`src/rtl/hfrq_pkg.sv`:
```
// ----------------------------------------------------------------------------
// hfrq_pkg
// Shared constants for the ready-queue scheduler: operation and status
// codes, configuration register indexes, field widths and stream layouts.
// ----------------------------------------------------------------------------
package hfrq_pkg;

    // Default number of queue slots.
    localparam int QUEUE_DEPTH_DEF = 16;

    // Field widths.
    localparam int OP_W     = 2;
    localparam int PID_W    = 16;
    localparam int EST_W    = 16;
    localparam int TIME_W   = 32;
    localparam int OCC_W    = 5;
    localparam int STATUS_W = 2;
    localparam int ALPHA_W  = 9;
    localparam int CFG_IDX_W = 1;

    // Input stream data layout (tuser carries the operation code).
    localparam int S_PID_LSB   = 0;
    localparam int S_EST_LSB   = 16;
    localparam int S_REAL_LSB  = 32;
    localparam int S_REEST_BIT = 48;
    localparam int S_TDATA_W   = 56;

    // Output stream data layout (tuser carries the status code).
    localparam int M_PID_LSB = 0;
    localparam int M_EST_LSB = 16;
    localparam int M_OCC_LSB = 32;
    localparam int M_TDATA_W = 40;
    localparam int M_PAD_W   = M_TDATA_W - M_OCC_LSB - OCC_W;

    // Operation codes.
    localparam logic [OP_W-1:0] OP_ENQUEUE = 2'd0;
    localparam logic [OP_W-1:0] OP_DEQUEUE = 2'd1;
    localparam logic [OP_W-1:0] OP_TICK    = 2'd2;

    // Status codes.
    localparam logic [STATUS_W-1:0] STATUS_OK    = 2'd0;
    localparam logic [STATUS_W-1:0] STATUS_EMPTY = 2'd1;
    localparam logic [STATUS_W-1:0] STATUS_FULL  = 2'd2;

    // Configuration register indexes.
    localparam logic [CFG_IDX_W-1:0] CFG_POLICY_MODE = 1'b0;
    localparam logic [CFG_IDX_W-1:0] CFG_ALPHA       = 1'b1;

    // Selection policies.
    localparam logic MODE_FIFO = 1'b0;
    localparam logic MODE_HRRN = 1'b1;

    // Smoothing weight: one in Q1.8, and the value after reset.
    localparam logic [ALPHA_W-1:0] ALPHA_ONE   = 9'd256;
    localparam logic [ALPHA_W-1:0] ALPHA_RESET = 9'd128;

endpackage

```
`src/rtl/hfrq_ram.sv`:
```
// ----------------------------------------------------------------------------
// hfrq_ram
// Generic single-write, single-read RAM with a registered read port.
// ----------------------------------------------------------------------------
module hfrq_ram #(
    parameter int WIDTH = 96,
    parameter int DEPTH = 16,
    localparam int ADDR_W = $clog2(DEPTH)
) (
    input  logic              clk,
    input  logic              wr_en,
    input  logic [ADDR_W-1:0] wr_addr,
    input  logic [WIDTH-1:0]  wr_data,
    input  logic [ADDR_W-1:0] rd_addr,
    output logic [WIDTH-1:0]  rd_data
);

    logic [WIDTH-1:0] mem [DEPTH];

    // Write port and registered read port.
    always_ff @(posedge clk)
    begin
        if (wr_en)
        begin
            mem[wr_addr] <= wr_data;
        end
        rd_data <= mem[rd_addr];
    end

endmodule

```
`src/rtl/hrrn_fifo_ready_queue_top.sv`:
```
// ----------------------------------------------------------------------------
// hrrn_fifo_ready_queue_top
// Ready-queue scheduler with first-in-first-out or highest-response-ratio-
// next selection, driven by enqueue, dequeue and tick transactions.
// ----------------------------------------------------------------------------
// Every input transaction yields one result transaction. The block takes one
// transaction at a time and drops s_tready until its result is in the output
// register. A tick or unused code goes straight to the result. An enqueue
// searches the slots in order for the lowest free one, after the smoothing
// states when the estimate is re-estimated (one shared 33x16 multiplier, used
// twice); a dropped enqueue skips the slot search. A dequeue visits every slot
// in turn through the slot RAM read port, loads each waiting process it finds
// and compares it with the best so far, directly in FIFO mode or, in HRRN mode,
// after the shared multiplier forms two cross products for the ratio compare.
// A dequeue on an empty queue goes straight to the result.
module hrrn_fifo_ready_queue_top #(
    parameter int QUEUE_DEPTH = hfrq_pkg::QUEUE_DEPTH_DEF
) (
    input  logic                               clk,
    input  logic                               rst_n,
    // Configuration write port
    input  logic                               cfg_wr_en,
    input  logic [hfrq_pkg::CFG_IDX_W-1:0]     cfg_index,
    input  logic [hfrq_pkg::ALPHA_W-1:0]       cfg_wr_data,
    // Input stream
    input  logic                               s_tvalid,
    output logic                               s_tready,
    // pid[15:0], burst_estimate[31:16], real_run_time[47:32], reestimate[48]
    input  logic [hfrq_pkg::S_TDATA_W-1:0]     s_tdata,
    // op[1:0]
    input  logic [hfrq_pkg::OP_W-1:0]          s_tuser,
    // Output stream
    output logic                               m_tvalid,
    input  logic                               m_tready,
    // pid_out[15:0], estimate_out[31:16], occupancy[36:32]
    output logic [hfrq_pkg::M_TDATA_W-1:0]     m_tdata,
    // status[1:0]
    output logic [hfrq_pkg::STATUS_W-1:0]      m_tuser
);

    localparam int IDX_W  = $clog2(QUEUE_DEPTH);
    localparam int CNT_W  = $clog2(QUEUE_DEPTH + 1);
    localparam int SUM_W  = hfrq_pkg::TIME_W + 1;
    localparam int PROD_W = SUM_W + hfrq_pkg::EST_W;
    localparam int ACC_W  = hfrq_pkg::EST_W + hfrq_pkg::ALPHA_W;

    // One slot record as stored in the RAM.
    typedef struct packed {
        logic [hfrq_pkg::TIME_W-1:0] order;
        logic [hfrq_pkg::TIME_W-1:0] arrival;
        logic [hfrq_pkg::EST_W-1:0]  est;
        logic [hfrq_pkg::PID_W-1:0]  pid;
    } slot_t;

    typedef enum logic [10:0] {
        S_IDLE     = 11'b000_0000_0001,
        S_SMOOTH_A = 11'b000_0000_0010,
        S_SMOOTH_B = 11'b000_0000_0100,
        S_FIND     = 11'b000_0000_1000,
        S_READ     = 11'b000_0001_0000,
        S_LOAD     = 11'b000_0010_0000,
        S_MUL_A    = 11'b000_0100_0000,
        S_MUL_B    = 11'b000_1000_0000,
        S_CMP      = 11'b001_0000_0000,
        S_FINISH   = 11'b010_0000_0000,
        S_DONE     = 11'b100_0000_0000
    } state_t;

    // Control registers
    state_t                          state_reg, state_next;
    logic                            policy_reg, policy_next;
    logic [hfrq_pkg::ALPHA_W-1:0]    alpha_reg, alpha_next;
    logic [QUEUE_DEPTH-1:0]          valid_reg, valid_next;
    logic [CNT_W-1:0]                count_reg, count_next;
    logic [hfrq_pkg::TIME_W-1:0]     time_reg, time_next;
    logic [hfrq_pkg::TIME_W-1:0]     order_reg, order_next;
    logic [IDX_W-1:0]                scan_reg, scan_next;
    logic                            have_best_reg, have_best_next;
    logic                            m_tvalid_reg, m_tvalid_next;

    // Payload registers
    logic [hfrq_pkg::PID_W-1:0]      pid_reg;
    logic [hfrq_pkg::EST_W-1:0]      est_reg;
    logic [hfrq_pkg::EST_W-1:0]      real_reg;
    logic [ACC_W-1:0]                acc_reg;
    logic [SUM_W-1:0]                cur_sum_reg;
    logic [hfrq_pkg::EST_W-1:0]      cur_eff_reg;
    logic [hfrq_pkg::EST_W-1:0]      cur_est_reg;
    logic [hfrq_pkg::PID_W-1:0]      cur_pid_reg;
    logic [hfrq_pkg::TIME_W-1:0]     cur_age_reg;
    logic [IDX_W-1:0]                best_idx_reg;
    logic [SUM_W-1:0]                best_sum_reg;
    logic [hfrq_pkg::EST_W-1:0]      best_eff_reg;
    logic [hfrq_pkg::EST_W-1:0]      best_est_reg;
    logic [hfrq_pkg::PID_W-1:0]      best_pid_reg;
    logic [hfrq_pkg::TIME_W-1:0]     best_age_reg;
    logic [PROD_W-1:0]               prod_a_reg;
    logic [PROD_W-1:0]               prod_b_reg;
    logic [hfrq_pkg::STATUS_W-1:0]   res_status_reg;
    logic [hfrq_pkg::PID_W-1:0]      res_pid_reg;
    logic [hfrq_pkg::EST_W-1:0]      res_est_reg;
    logic [hfrq_pkg::STATUS_W-1:0]   m_tuser_reg;
    logic [hfrq_pkg::M_TDATA_W-1:0]  m_tdata_reg;

    // Input fields
    logic [hfrq_pkg::OP_W-1:0]       in_op;
    logic [hfrq_pkg::PID_W-1:0]      in_pid;
    logic [hfrq_pkg::EST_W-1:0]      in_est;
    logic [hfrq_pkg::EST_W-1:0]      in_real;
    logic                            in_reest;

    // Datapath signals
    logic                            queue_full;
    logic                            queue_empty;
    logic                            scan_last;
    logic                            out_free;
    logic                            slot_free;
    logic [hfrq_pkg::ALPHA_W-1:0]    alpha_eff;
    logic [SUM_W-1:0]                mul_a;
    logic [hfrq_pkg::EST_W-1:0]      mul_b;
    logic [PROD_W-1:0]               mul_p;
    logic [ACC_W-1:0]                smooth_sum;
    slot_t                           ram_wr_data;
    logic [$bits(slot_t)-1:0]        ram_rd_data;
    slot_t                           rd_slot;
    logic [hfrq_pkg::TIME_W-1:0]     ld_wait;
    logic [hfrq_pkg::EST_W-1:0]      ld_eff;
    logic [SUM_W-1:0]                ld_sum;
    logic [hfrq_pkg::TIME_W-1:0]     ld_age;
    logic                            cand_wins;
    logic [CNT_W+hfrq_pkg::OCC_W-1:0] count_ext;

    assign in_op    = s_tuser;
    assign in_pid   = s_tdata[hfrq_pkg::S_PID_LSB +: hfrq_pkg::PID_W];
    assign in_est   = s_tdata[hfrq_pkg::S_EST_LSB +: hfrq_pkg::EST_W];
    assign in_real  = s_tdata[hfrq_pkg::S_REAL_LSB +: hfrq_pkg::EST_W];
    assign in_reest = s_tdata[hfrq_pkg::S_REEST_BIT];

    assign queue_full  = (count_reg == CNT_W'(QUEUE_DEPTH));
    assign queue_empty = (count_reg == '0);
    assign scan_last   = (scan_reg == IDX_W'(QUEUE_DEPTH - 1));
    assign out_free    = !m_tvalid_reg || m_tready;
    assign slot_free   = !valid_reg[scan_reg];
    assign alpha_eff   = (alpha_reg > hfrq_pkg::ALPHA_ONE) ? hfrq_pkg::ALPHA_ONE : alpha_reg;

    // Shared multiplier: smoothing products, then the ratio cross products.
    always_comb
    begin
        mul_a = '0;
        mul_b = '0;
        unique case (state_reg)
            S_SMOOTH_A:
            begin
                mul_a = SUM_W'(est_reg);
                mul_b = hfrq_pkg::EST_W'(alpha_eff);
            end
            S_SMOOTH_B:
            begin
                mul_a = SUM_W'(real_reg);
                mul_b = hfrq_pkg::EST_W'(hfrq_pkg::ALPHA_ONE - alpha_eff);
            end
            S_MUL_A:
            begin
                mul_a = cur_sum_reg;
                mul_b = best_eff_reg;
            end
            S_MUL_B:
            begin
                mul_a = best_sum_reg;
                mul_b = cur_eff_reg;
            end
            default:
            begin
                mul_a = '0;
                mul_b = '0;
            end
        endcase
    end

    assign mul_p      = PROD_W'(mul_a) * PROD_W'(mul_b);
    assign smooth_sum = acc_reg + mul_p[ACC_W-1:0];

    // Slot storage
    assign ram_wr_data.order   = order_reg;
    assign ram_wr_data.arrival = time_reg;
    assign ram_wr_data.est     = est_reg;
    assign ram_wr_data.pid     = pid_reg;

    hfrq_ram #(
        .WIDTH ($bits(slot_t)),
        .DEPTH (QUEUE_DEPTH)
    ) u_slot_ram (
        .clk     (clk),
        .wr_en   ((state_reg == S_FIND) && slot_free),
        .wr_addr (scan_reg),
        .wr_data (ram_wr_data),
        .rd_addr (scan_reg),
        .rd_data (ram_rd_data)
    );

    // Wait plus effective estimate, and age, of the slot just read.
    assign rd_slot = slot_t'(ram_rd_data);
    assign ld_wait = time_reg - rd_slot.arrival;
    assign ld_eff  = (rd_slot.est == '0) ? hfrq_pkg::EST_W'(1) : rd_slot.est;
    assign ld_sum  = SUM_W'(ld_wait) + SUM_W'(ld_eff);
    assign ld_age  = order_reg - rd_slot.order;

    // The candidate replaces the best one on a larger ratio, or on an equal
    // ratio when it is newer; in FIFO mode the older one wins.
    assign cand_wins = (policy_reg == hfrq_pkg::MODE_HRRN) ?
                       ((prod_a_reg > prod_b_reg) ||
                        ((prod_a_reg == prod_b_reg) && (cur_age_reg < best_age_reg))) :
                       (cur_age_reg > best_age_reg);

    // Control next state
    always_comb
    begin
        state_next     = state_reg;
        policy_next    = policy_reg;
        alpha_next     = alpha_reg;
        valid_next     = valid_reg;
        count_next     = count_reg;
        time_next      = time_reg;
        order_next     = order_reg;
        scan_next      = scan_reg;
        have_best_next = have_best_reg;
        m_tvalid_next  = m_tvalid_reg;

        if (cfg_wr_en)
        begin
            unique case (cfg_index)
                hfrq_pkg::CFG_POLICY_MODE: policy_next = cfg_wr_data[0];
                hfrq_pkg::CFG_ALPHA:       alpha_next  = cfg_wr_data;
            endcase
        end

        if (m_tvalid_reg && m_tready)
        begin
            m_tvalid_next = 1'b0;
        end

        unique case (state_reg)
            S_IDLE:
            begin
                if (s_tvalid)
                begin
                    scan_next      = '0;
                    have_best_next = 1'b0;
                    unique case (in_op)
                        hfrq_pkg::OP_ENQUEUE:
                        begin
                            if (in_reest)
                                state_next = S_SMOOTH_A;
                            else if (queue_full)
                                state_next = S_DONE;
                            else
                                state_next = S_FIND;
                        end
                        hfrq_pkg::OP_DEQUEUE:
                        begin
                            state_next = queue_empty ? S_DONE : S_READ;
                        end
                        hfrq_pkg::OP_TICK:
                        begin
                            time_next  = time_reg + 1'b1;
                            state_next = S_DONE;
                        end
                        default:
                        begin
                            state_next = S_DONE;
                        end
                    endcase
                end
            end
            S_SMOOTH_A:
            begin
                state_next = S_SMOOTH_B;
            end
            S_SMOOTH_B:
            begin
                state_next = queue_full ? S_DONE : S_FIND;
            end
            S_FIND:
            begin
                // The queue is not full here, so a free slot is always found.
                if (slot_free)
                begin
                    valid_next[scan_reg] = 1'b1;
                    count_next           = count_reg + 1'b1;
                    order_next           = order_reg + 1'b1;
                    state_next           = S_DONE;
                end
                else
                begin
                    scan_next = scan_reg + 1'b1;
                end
            end
            S_READ:
            begin
                if (!slot_free)
                    state_next = S_LOAD;
                else if (scan_last)
                    state_next = S_FINISH;
                else
                    scan_next = scan_reg + 1'b1;
            end
            S_LOAD:
            begin
                if (!have_best_reg)
                begin
                    have_best_next = 1'b1;
                    if (scan_last)
                    begin
                        state_next = S_FINISH;
                    end
                    else
                    begin
                        scan_next  = scan_reg + 1'b1;
                        state_next = S_READ;
                    end
                end
                else if (policy_reg == hfrq_pkg::MODE_HRRN)
                begin
                    state_next = S_MUL_A;
                end
                else
                begin
                    state_next = S_CMP;
                end
            end
            S_MUL_A:
            begin
                state_next = S_MUL_B;
            end
            S_MUL_B:
            begin
                state_next = S_CMP;
            end
            S_CMP:
            begin
                if (scan_last)
                begin
                    state_next = S_FINISH;
                end
                else
                begin
                    scan_next  = scan_reg + 1'b1;
                    state_next = S_READ;
                end
            end
            S_FINISH:
            begin
                valid_next[best_idx_reg] = 1'b0;
                count_next               = count_reg - 1'b1;
                state_next               = S_DONE;
            end
            S_DONE:
            begin
                if (out_free)
                begin
                    m_tvalid_next = 1'b1;
                    state_next    = S_IDLE;
                end
            end
            default:
            begin
                state_next = S_IDLE;
            end
        endcase
    end

    // Control registers
    always_ff @(posedge clk or negedge rst_n)
    begin
        if (!rst_n)
        begin
            state_reg     <= S_IDLE;
            policy_reg    <= hfrq_pkg::MODE_FIFO;
            alpha_reg     <= hfrq_pkg::ALPHA_RESET;
            valid_reg     <= '0;
            count_reg     <= '0;
            time_reg      <= '0;
            order_reg     <= '0;
            scan_reg      <= '0;
            have_best_reg <= 1'b0;
            m_tvalid_reg  <= 1'b0;
        end
        else
        begin
            state_reg     <= state_next;
            policy_reg    <= policy_next;
            alpha_reg     <= alpha_next;
            valid_reg     <= valid_next;
            count_reg     <= count_next;
            time_reg      <= time_next;
            order_reg     <= order_next;
            scan_reg      <= scan_next;
            have_best_reg <= have_best_next;
            m_tvalid_reg  <= m_tvalid_next;
        end
    end

    assign count_ext = (CNT_W + hfrq_pkg::OCC_W)'(count_reg);

    // Payload registers
    always_ff @(posedge clk)
    begin
        unique case (state_reg)
            S_IDLE:
            begin
                if (s_tvalid)
                begin
                    pid_reg  <= in_pid;
                    est_reg  <= in_est;
                    real_reg <= in_real;
                    unique case (in_op)
                        hfrq_pkg::OP_ENQUEUE:
                        begin
                            res_status_reg <= queue_full ? hfrq_pkg::STATUS_FULL
                                                         : hfrq_pkg::STATUS_OK;
                            res_pid_reg    <= in_pid;
                            res_est_reg    <= in_est;
                        end
                        hfrq_pkg::OP_DEQUEUE:
                        begin
                            res_status_reg <= queue_empty ? hfrq_pkg::STATUS_EMPTY
                                                          : hfrq_pkg::STATUS_OK;
                            res_pid_reg    <= '0;
                            res_est_reg    <= '0;
                        end
                        default:
                        begin
                            res_status_reg <= hfrq_pkg::STATUS_OK;
                            res_pid_reg    <= '0;
                            res_est_reg    <= '0;
                        end
                    endcase
                end
            end
            S_SMOOTH_A:
            begin
                acc_reg <= mul_p[ACC_W-1:0];
            end
            S_SMOOTH_B:
            begin
                est_reg     <= smooth_sum[8 +: hfrq_pkg::EST_W];
                res_est_reg <= smooth_sum[8 +: hfrq_pkg::EST_W];
            end
            S_LOAD:
            begin
                cur_sum_reg <= ld_sum;
                cur_eff_reg <= ld_eff;
                cur_est_reg <= rd_slot.est;
                cur_pid_reg <= rd_slot.pid;
                cur_age_reg <= ld_age;
                if (!have_best_reg)
                begin
                    best_idx_reg <= scan_reg;
                    best_sum_reg <= ld_sum;
                    best_eff_reg <= ld_eff;
                    best_est_reg <= rd_slot.est;
                    best_pid_reg <= rd_slot.pid;
                    best_age_reg <= ld_age;
                end
            end
            S_MUL_A:
            begin
                prod_a_reg <= mul_p;
            end
            S_MUL_B:
            begin
                prod_b_reg <= mul_p;
            end
            S_CMP:
            begin
                if (cand_wins)
                begin
                    best_idx_reg <= scan_reg;
                    best_sum_reg <= cur_sum_reg;
                    best_eff_reg <= cur_eff_reg;
                    best_est_reg <= cur_est_reg;
                    best_pid_reg <= cur_pid_reg;
                    best_age_reg <= cur_age_reg;
                end
            end
            S_FINISH:
            begin
                res_pid_reg <= best_pid_reg;
                res_est_reg <= best_est_reg;
            end
            S_DONE:
            begin
                if (out_free)
                begin
                    m_tuser_reg <= res_status_reg;
                    m_tdata_reg <= {{hfrq_pkg::M_PAD_W{1'b0}},
                                    count_ext[hfrq_pkg::OCC_W-1:0],
                                    res_est_reg, res_pid_reg};
                end
            end
            default:
            begin
            end
        endcase
    end

    assign s_tready = (state_reg == S_IDLE);
    assign m_tvalid = m_tvalid_reg;
    assign m_tdata  = m_tdata_reg;
    assign m_tuser  = m_tuser_reg;

endmodule

```
`config.mk`:
```
export PLATFORM = sky130hd
export DESIGN_NAME = hrrn_fifo_ready_queue_top
export DESIGN_NICKNAME = d
export VERILOG_FILES = /design/src/rtl/hfrq_pkg.sv /design/src/rtl/hfrq_ram.sv /design/src/rtl/hrrn_fifo_ready_queue_top.sv
export SDC_FILE = /design/constraint.sdc
export NUM_CORES = 2
export LEC_CHECK = 0
export BUFFER_PORTS_ARGS = -buffer_cell sky130_fd_sc_hd__buf_2
export CORE_MARGIN = 5
export CORE_UTILIZATION = 65
export CTS_BUF_LIST = sky130_fd_sc_hd__clkbuf_8
export CTS_CLUSTER_DIAMETER = 80
export DETAILED_ROUTE_END_ITERATION = 16
export PLACE_DENSITY = 0.82
export REMOVE_ABC_BUFFERS = 1
export SYNTH_ARGS = -nofsm -noshare
export SYNTH_HDL_FRONTEND = slang
export SYNTH_SLANG_ARGS = --single-unit
```
`constraint.sdc`:
```
create_clock -name clk -period 25.7 [get_ports clk]
set_input_delay 5.14 -clock clk [delete_from_list [all_inputs] [get_ports clk]]
set_output_delay 5.14 -clock clk [all_outputs]
set_load 0.01 [all_outputs]
```
; After elaboration in Yosys (flattened, before gate mapping)
; Memories as Yosys holds them, arrays and structs flattened. A register that Yosys moved wholly into a read port is not among the register bits.
; Cells that the tools add are included.
[totals]
register_bits = 585
mem_bits_rw = 1536
output_inout_bits = 44
n_memories = 1
[classes]
add_sub_neg = 10
multipliers = 1
n_lt_le_gt_ge = 8
eq_ne = 24
mux = 70
bitwise_logic = 5
n_reduce_logical = 33
[memory_table]
columns = name, words, width, read_ports, rd_clocked_by_memory_dff, write_ports, line_no
row1 = u_slot_ram.mem, 16, 96, 1, 1, 1, hfrq_ram.sv:18  ; logic [WIDTH-1:0] mem [DEPTH];
[ops]
columns = cell, count
row1 = $mux 16, 13
row2 = $pmux 16 s2, 6
row3 = $pmux 33 s4, 1
row4 = $pmux 11 s11, 1
row5 = $mux 11, 8
row6 = $mux 33, 2
row7 = $pmux 33 s2, 1
row8 = $add 32x1->32 const B, 2
row9 = $mux 32, 2
row10 = $pmux 16 s4, 1
row11 = $pmux 32 s2, 1
row12 = $sub 32x32->32, 2
row13 = $eq 49x49->1, 1
row14 = $gt 49x49->1, 1
row15 = $mul 33x16->49, 1
row16 = $pmux 16 s3, 1
row17 = $add 32x16->33, 1
row18 = $gt 32x32->1, 1
row19 = $lt 32x32->1, 1
row20 = $mux 4, 7
row21 = $add 24x24->24, 1
row22 = $pmux 11 s2, 1
row23 = $mux 10, 2
row24 = $pmux 4 s5, 1
row25 = 52 further kinds, 92

; Logic depth before layout (Yosys ltp)
[depth]
ltp_word = 7
mapped_depth = 42

; Modules after synthesis
; A second synthesis with hierarchy kept.
[hier_totals]
hier_cells = 6976
area_unflattened_um2 = 105114.6
[by_module_without_submodules]
columns = mod, n_inst, cells_per_inst, area_each_um2
row1 = hfrq_ram, 1, 2460, 59355.7
row2 = hrrn_fifo_ready_queue_top, 1, 4516, 45758.9

; Worst setup path before layout
; Ideal clock, no wire load.
[synth_path]
path_type = register -> register
from = reg state_reg[6]
to = reg best_age_reg[0] (netlist name) (enable)
setup_ns = 0.780
t_arrival_ns = 18.735
t_required_ns = 24.920
slack_ns = 6.185
stages_incl_launch_ff = 8
period_less_slack_ns = 19.515
path_cell_list = dfrtp_1 -> or3_1 -> or3_1 -> clkbuf_1 -> or3_1 -> nor3_1 -> a21oi_1 -> a221oi_1
[synth_via]
elab_chain_len = 3
[synth_rtl]
columns = item, line_no
row1 = from (decl), hrrn_fifo_ready_queue_top.sv:70  ; state_t state_reg, state_next;
row2 = from (signal assigned), hrrn_fifo_ready_queue_top.sv:390  ; state_reg <= state_next;
row3 = $eq 11x9->1 / $eq 11x6->1 (equally long branches), hrrn_fifo_ready_queue_top.sv:408  ; unique case (state_reg)
row4 = $ne 2x2->1 (no line) / $reduce_bool 2->1 (equally long branches), n/a
row5 = $reduce_and 3->1 (no line) (*), n/a
row6 = to (signal assigned), hrrn_fifo_ready_queue_top.sv:463  ; best_age_reg <= ld_age;
row7 = to (signal assigned), hrrn_fifo_ready_queue_top.sv:483  ; best_age_reg <= cur_age_reg;
row8 = to (decl), hrrn_fifo_ready_queue_top.sv:96  ; logic [hfrq_pkg::TIME_W-1:0] best_age_reg;
; Every way passes the cells marked *; elsewhere a longest branch is shown, timed or not.
; A chain may end at the register's enable or synchronous reset.

; Worst setup path in the final report
[layout_path]
from = reg state_reg[3]
to = reg res_est_reg[15] (netlist name), data pin
[layout_via]
elab_chain_len = 5
[layout_rtl]
columns = item, line_no
row1 = "$eq 11x8->1, or another cell as far along", hrrn_fifo_ready_queue_top.sv:151  ; unique case (state_reg)
row2 = $pmux 33 s4 / $pmux 16 s4 (equally long branches), hrrn_fifo_ready_queue_top.sv:151
row3 = $mul 33x16->49 (*), hrrn_fifo_ready_queue_top.sv:180  ; assign mul_p = PROD_W'(mul_a) * PROD_W'(mul_b);
row4 = named net mul_p[15], hrrn_fifo_ready_queue_top.sv:121  ; logic [PROD_W-1:0] mul_p;
row5 = $add 24x24->24 (*), hrrn_fifo_ready_queue_top.sv:181  ; assign smooth_sum = acc_reg + mul_p[ACC_W-1:0];
row6 = $pmux 16 s3 (*), hrrn_fifo_ready_queue_top.sv:408
row7 = to (signal assigned), hrrn_fifo_ready_queue_top.sv:422  ; res_est_reg <= in_est;
row8 = to (signal assigned), hrrn_fifo_ready_queue_top.sv:447  ; res_est_reg <= smooth_sum[8 +: hfrq_pkg::EST_W];
row9 = to (signal assigned), hrrn_fifo_ready_queue_top.sv:489  ; res_est_reg <= best_est_reg;
row10 = to (decl), hrrn_fifo_ready_queue_top.sv:101  ; logic [hfrq_pkg::EST_W-1:0] res_est_reg;
; The timed path passes the listed nets; every way through them passes the cells marked *.

==> impl_metrics.env <==
export IMPL_layout_nets=7850
export IMPL_yosys_top_cells_area="edfxtp_1, mux4_2, fa_1"
export IMPL_max_cap_viol_count=0
export IMPL_design_core_area_um2=160800
export IMPL_yosys_area_top_type_share=0.5737
export IMPL_drt_iter0_markers=7880
export IMPL_post_cts_buffers=0
export IMPL_p_sw_uw=1902
export IMPL_p_int_uw=5898
export IMPL_root_buffer="clkbuf_8"
export IMPL_layout_min_cycle_time_ns=12.00
export IMPL_synth_edf_count=2009
export IMPL_power_frac_comb=0.091
export IMPL_gr_usage_all_layers=0.2993
export IMPL_p_leak_uw=0.04076
export IMPL_routed_wirelength_um=249500
export IMPL_top_regs="u_slot_ram.mem x1536, u_slot_ram.rd_data x96"
export IMPL_power_density_nw_per_um2=67.80
export IMPL_cts_tree="built"
export IMPL_reg2reg_depth=35
export IMPL_finalHoldViolCount=0
export IMPL_grt_max_degree=107
export IMPL_vdd_drop_max_v=0.00005675
export IMPL_final_core_util=0.7156
export IMPL_end_kind="flop"
export IMPL_synth_compound_area_share=0.03803
export IMPL_hold_path_cell_count=0
export IMPL_switching_share=0.2439
export IMPL_portBuffers=106
export IMPL_place_ws_ns=13.96
export IMPL_clock_sinks=2217
export IMPL_synthMuxAreaShare=0.1071
export IMPL_syn_avg_cell_area_um2=15.60
export IMPL_synth_top_family_by_area="adder cells"
export IMPL_status="finished clean"
export IMPL_largest_reg_flops=1536
export IMPL_netlist_instances=6742
export IMPL_slew_headroom=0.07760
export IMPL_postRouteAntennaNets=0
export IMPL_ys_flop_type="edfxtp_1"
export IMPL_p_seq_frac=0.538
export IMPL_setup_viol=0
export IMPL_regToRegSetupSlack_ns=13.70
export IMPL_crit_path_max_fanout=80
export IMPL_crit_path_max_incr_delay_ns=0.85
export IMPL_io_pins=117
export IMPL_yosys_area_top_type="edfxtp_1"
export IMPL_via_per_inst=6.415
export IMPL_regMostFlops="u_slot_ram.mem"
export IMPL_drc=0
export IMPL_ys_warn_count=0
export IMPL_slowest_stage="buf_4"
export IMPL_grt_pass1_wl_um=379700
export IMPL_r2r_end="res_est_reg[15]$_DFFE_PP_"
export IMPL_htree_num_levels=5
export IMPL_fin_tns_setup_ns=0
export IMPL_min_period_over_period=0.4671
export IMPL_die_w_um=412.2
export IMPL_area_growth_synth_to_final_pct=9.406
export IMPL_ctsHoldBuffers=0
export IMPL_grt_overflow_total=0
export IMPL_antenna_found_initial=2
export IMPL_rsz0062_at_grt="no"
export IMPL_vias=60720
export IMPL_tightest_slew_ns=1.384
export IMPL_max_freq_ghz=0.08331
export IMPL_critPathLaunchType="flop"
export IMPL_hp_class="flop to flop"
export IMPL_dp_hpwl_um=153200
export IMPL_die_area_um2=169900
export IMPL_whs_endpoint="m_tdata[23]$_DFFE_PP_"
export IMPL_synth_cell_type_count=111
export IMPL_start_util=0.6541
export IMPL_syn_area_um2=105100
export IMPL_yosysSeqAreaShare=0.6187
export IMPL_min_delay_start="res_est_reg[7]$_DFFE_PP_"
export IMPL_synthXorXnorAreaFrac=0.01781
export IMPL_cts_resized_gates=0
export IMPL_synth_fa_ha_area_frac=0.1201
export IMPL_first_pass_iters=8
export IMPL_ys_ff_latch=2217
export IMPL_setup_ws_ns=13.70
export IMPL_wl_per_cell_um=26.36
export IMPL_gp_routability_congestion=0.9307
export IMPL_cp_arrival_ns=12.69
export IMPL_cts_buffers=356
export IMPL_chipHeight_um=412.2
export IMPL_synth_simple_area_share=0.06703
export IMPL_clk_path_buf_depth=4
export IMPL_ys_async_sr_fraction=0.05052
export IMPL_regToRegStartpoint="state_reg[3]$_DFFE_PN0P_"
export IMPL_clkPwrFrac=0.371
export IMPL_clk_latency_ns=1.07
export IMPL_rows=147
export IMPL_worstSetupPathType="flop to flop"
export IMPL_final_max_slew_viol_count=0
export IMPL_final_layout_size_suffix_gt1_frac=0.1728
export IMPL_fin_skew_ns=0.1152
export IMPL_grt_pass1_vias=63080
export IMPL_path_common_cell="fa_1"
export IMPL_critical_path_required_ns=26.39
export IMPL_clk_pin_slew_ns=0.06
==> metrics by stage <==
step	total power, uW	cells	hold slack [ns]	cell area (um2)
after floorplan	4799	6473	0.4003	104100
after global placement	4920	8831	0.4009	108300
after detailed placement	4958	8831	0.4045	108300
after CTS	7825	9464	0.3982	115000
after global routing	8081	9465	0.4182	115000
final	7800	9465	0.4039	115000
==> Yosys cell counts (8+ instances only) <==
library cell	instances
o21bai_1	13
nand4_1	58
nor4_1	17
mux4_2	485
o21ai_0	99
and2_1	23
a222oi_1	9
a22oi_1	38
a21o_1	82
nor2b_1	32
xor2_1	69
ha_1	312
o22a_1	9
a211oi_1	10
dfxtp_1	96
a21oi_1	157
a22o_1	26
nor3_1	41
o31ai_1	8
and3_1	41
mux2_2	28
or2_2	11
and4_1	23
buf_1	48
dfrtp_1	110
nand2_1	864
a31oi_1	16
o21a_1	34
inv_1	592
a2bb2oi_1	8
nor2_1	333
xnor2_1	143
or3_1	9
fa_1	436
nand3_1	63
nand2b_1	35
edfxtp_1	2009
clkbuf_1	210
==> cells by family after synthesis <==
family,after synthesis
AO/OA/AOI/OAI,592
XOR/XNOR,213
adder cells (fa/ha/maj),748
buffers and inverters,864
flip-flops,2217
multiplexers,515
other,1
AND/OR/NAND/NOR,1592
==> worst max-delay path by stage <==
stage | start | to | slack [ns] | cells after the start
2_1_floorplan | scan_reg[0]$_DFFE_PN0P_ | u_slot_ram.mem[15][0]$_DFFE_PP_ | 2.47 | 3
3_3_place_gp | state_reg[6]$_DFFE_PN0P_ | res_est_reg[15]$_DFFE_PP_ | 14.09 | 35
3_5_place_dp | state_reg[6]$_DFFE_PN0P_ | res_est_reg[15]$_DFFE_PP_ | 13.96 | 35
4_1_cts | state_reg[3]$_DFFE_PN0P_ | res_est_reg[15]$_DFFE_PP_ | 13.81 | 35
5_1_grt | state_reg[3]$_DFFE_PN0P_ | res_est_reg[15]$_DFFE_PP_ | 13.22 | 35
6_report | state_reg[3]$_DFFE_PN0P_ | res_est_reg[15]$_DFFE_PP_ | 13.70 | 35
==> metal layers <==
metal  routed length, um  up-vias  share of wire  global-route usage
met2              120500     3840           0.48              0.4801
met1               91950    30860           0.37              0.4107
li1                    -    25400              -                   -
met4               10670        0          0.043              0.1245
met5                   0        -              0                   0
met3               26460      619           0.11             0.05898
==> power groups by stage <==
stage / sequential [uW] / combinational [uW] / clock (uW)
after CTS: 4200 / 699 / 2930
after detailed placement: 4270 / 690 / 0
final: 4200 / 708 / 2890
after global routing: 4210 / 762 / 3110
after global placement: 4260 / 662 / 0
after floorplan: 4260 / 536 / 0
==> worst max-delay path, delay by kind of cell, from the launching register on <==
kind / cells / cell delay, ns
buffers and inverters: 3 / 1.42
flip-flops: 1 / 0.42
AND/OR/NAND/NOR: 8 / 2.05
XOR/XNOR: 2 / 0.49
adder cells (fa/ha/maj): 8 / 3.78
AO/OA/AOI/OAI: 14 / 3.46
==> cell usage in the layout (no fill, tap or decap), types with 16 or more instances in the layout <==
cell      count
a21o_1       82
a21oi_1     157
a22o_1       26
a22oi_1      36
a31oi_1      16
and2_1       23
and3_1       25
and4_1       22
buf_2       105
buf_4        89
clkbuf_8    394
clkinv_1     65
clkinv_2     43
dfrtp_1     106
dfxtp_1      96
edfxtp_1   2009
fa_1        436
ha_1        312
inv_1       698
mux2_2       28
mux4_2      485
nand2_1     864
nand2b_1     35
nand3_1      62
nand4_1      58
nor2_1      330
nor2b_1      31
nor3_1       39
nor4_1       17
o21a_1       34
o21ai_0      97
xnor2_1     143
xor2_1       69
==> final cells by class <==
type | instances | area, um2
sequential | 2217 | 65070
fill | 9426 | 45710
multi-input combinational | 3663 | 37030
clock buffer | 394 | 5423
tap | 2160 | 2703
inverter | 593 | 2226
clock inverter | 239 | 1324
timing repair buffer | 198 | 1265
antenna | 1 | 2.502
No activity file was read; power rests on OpenSTA's default activity.
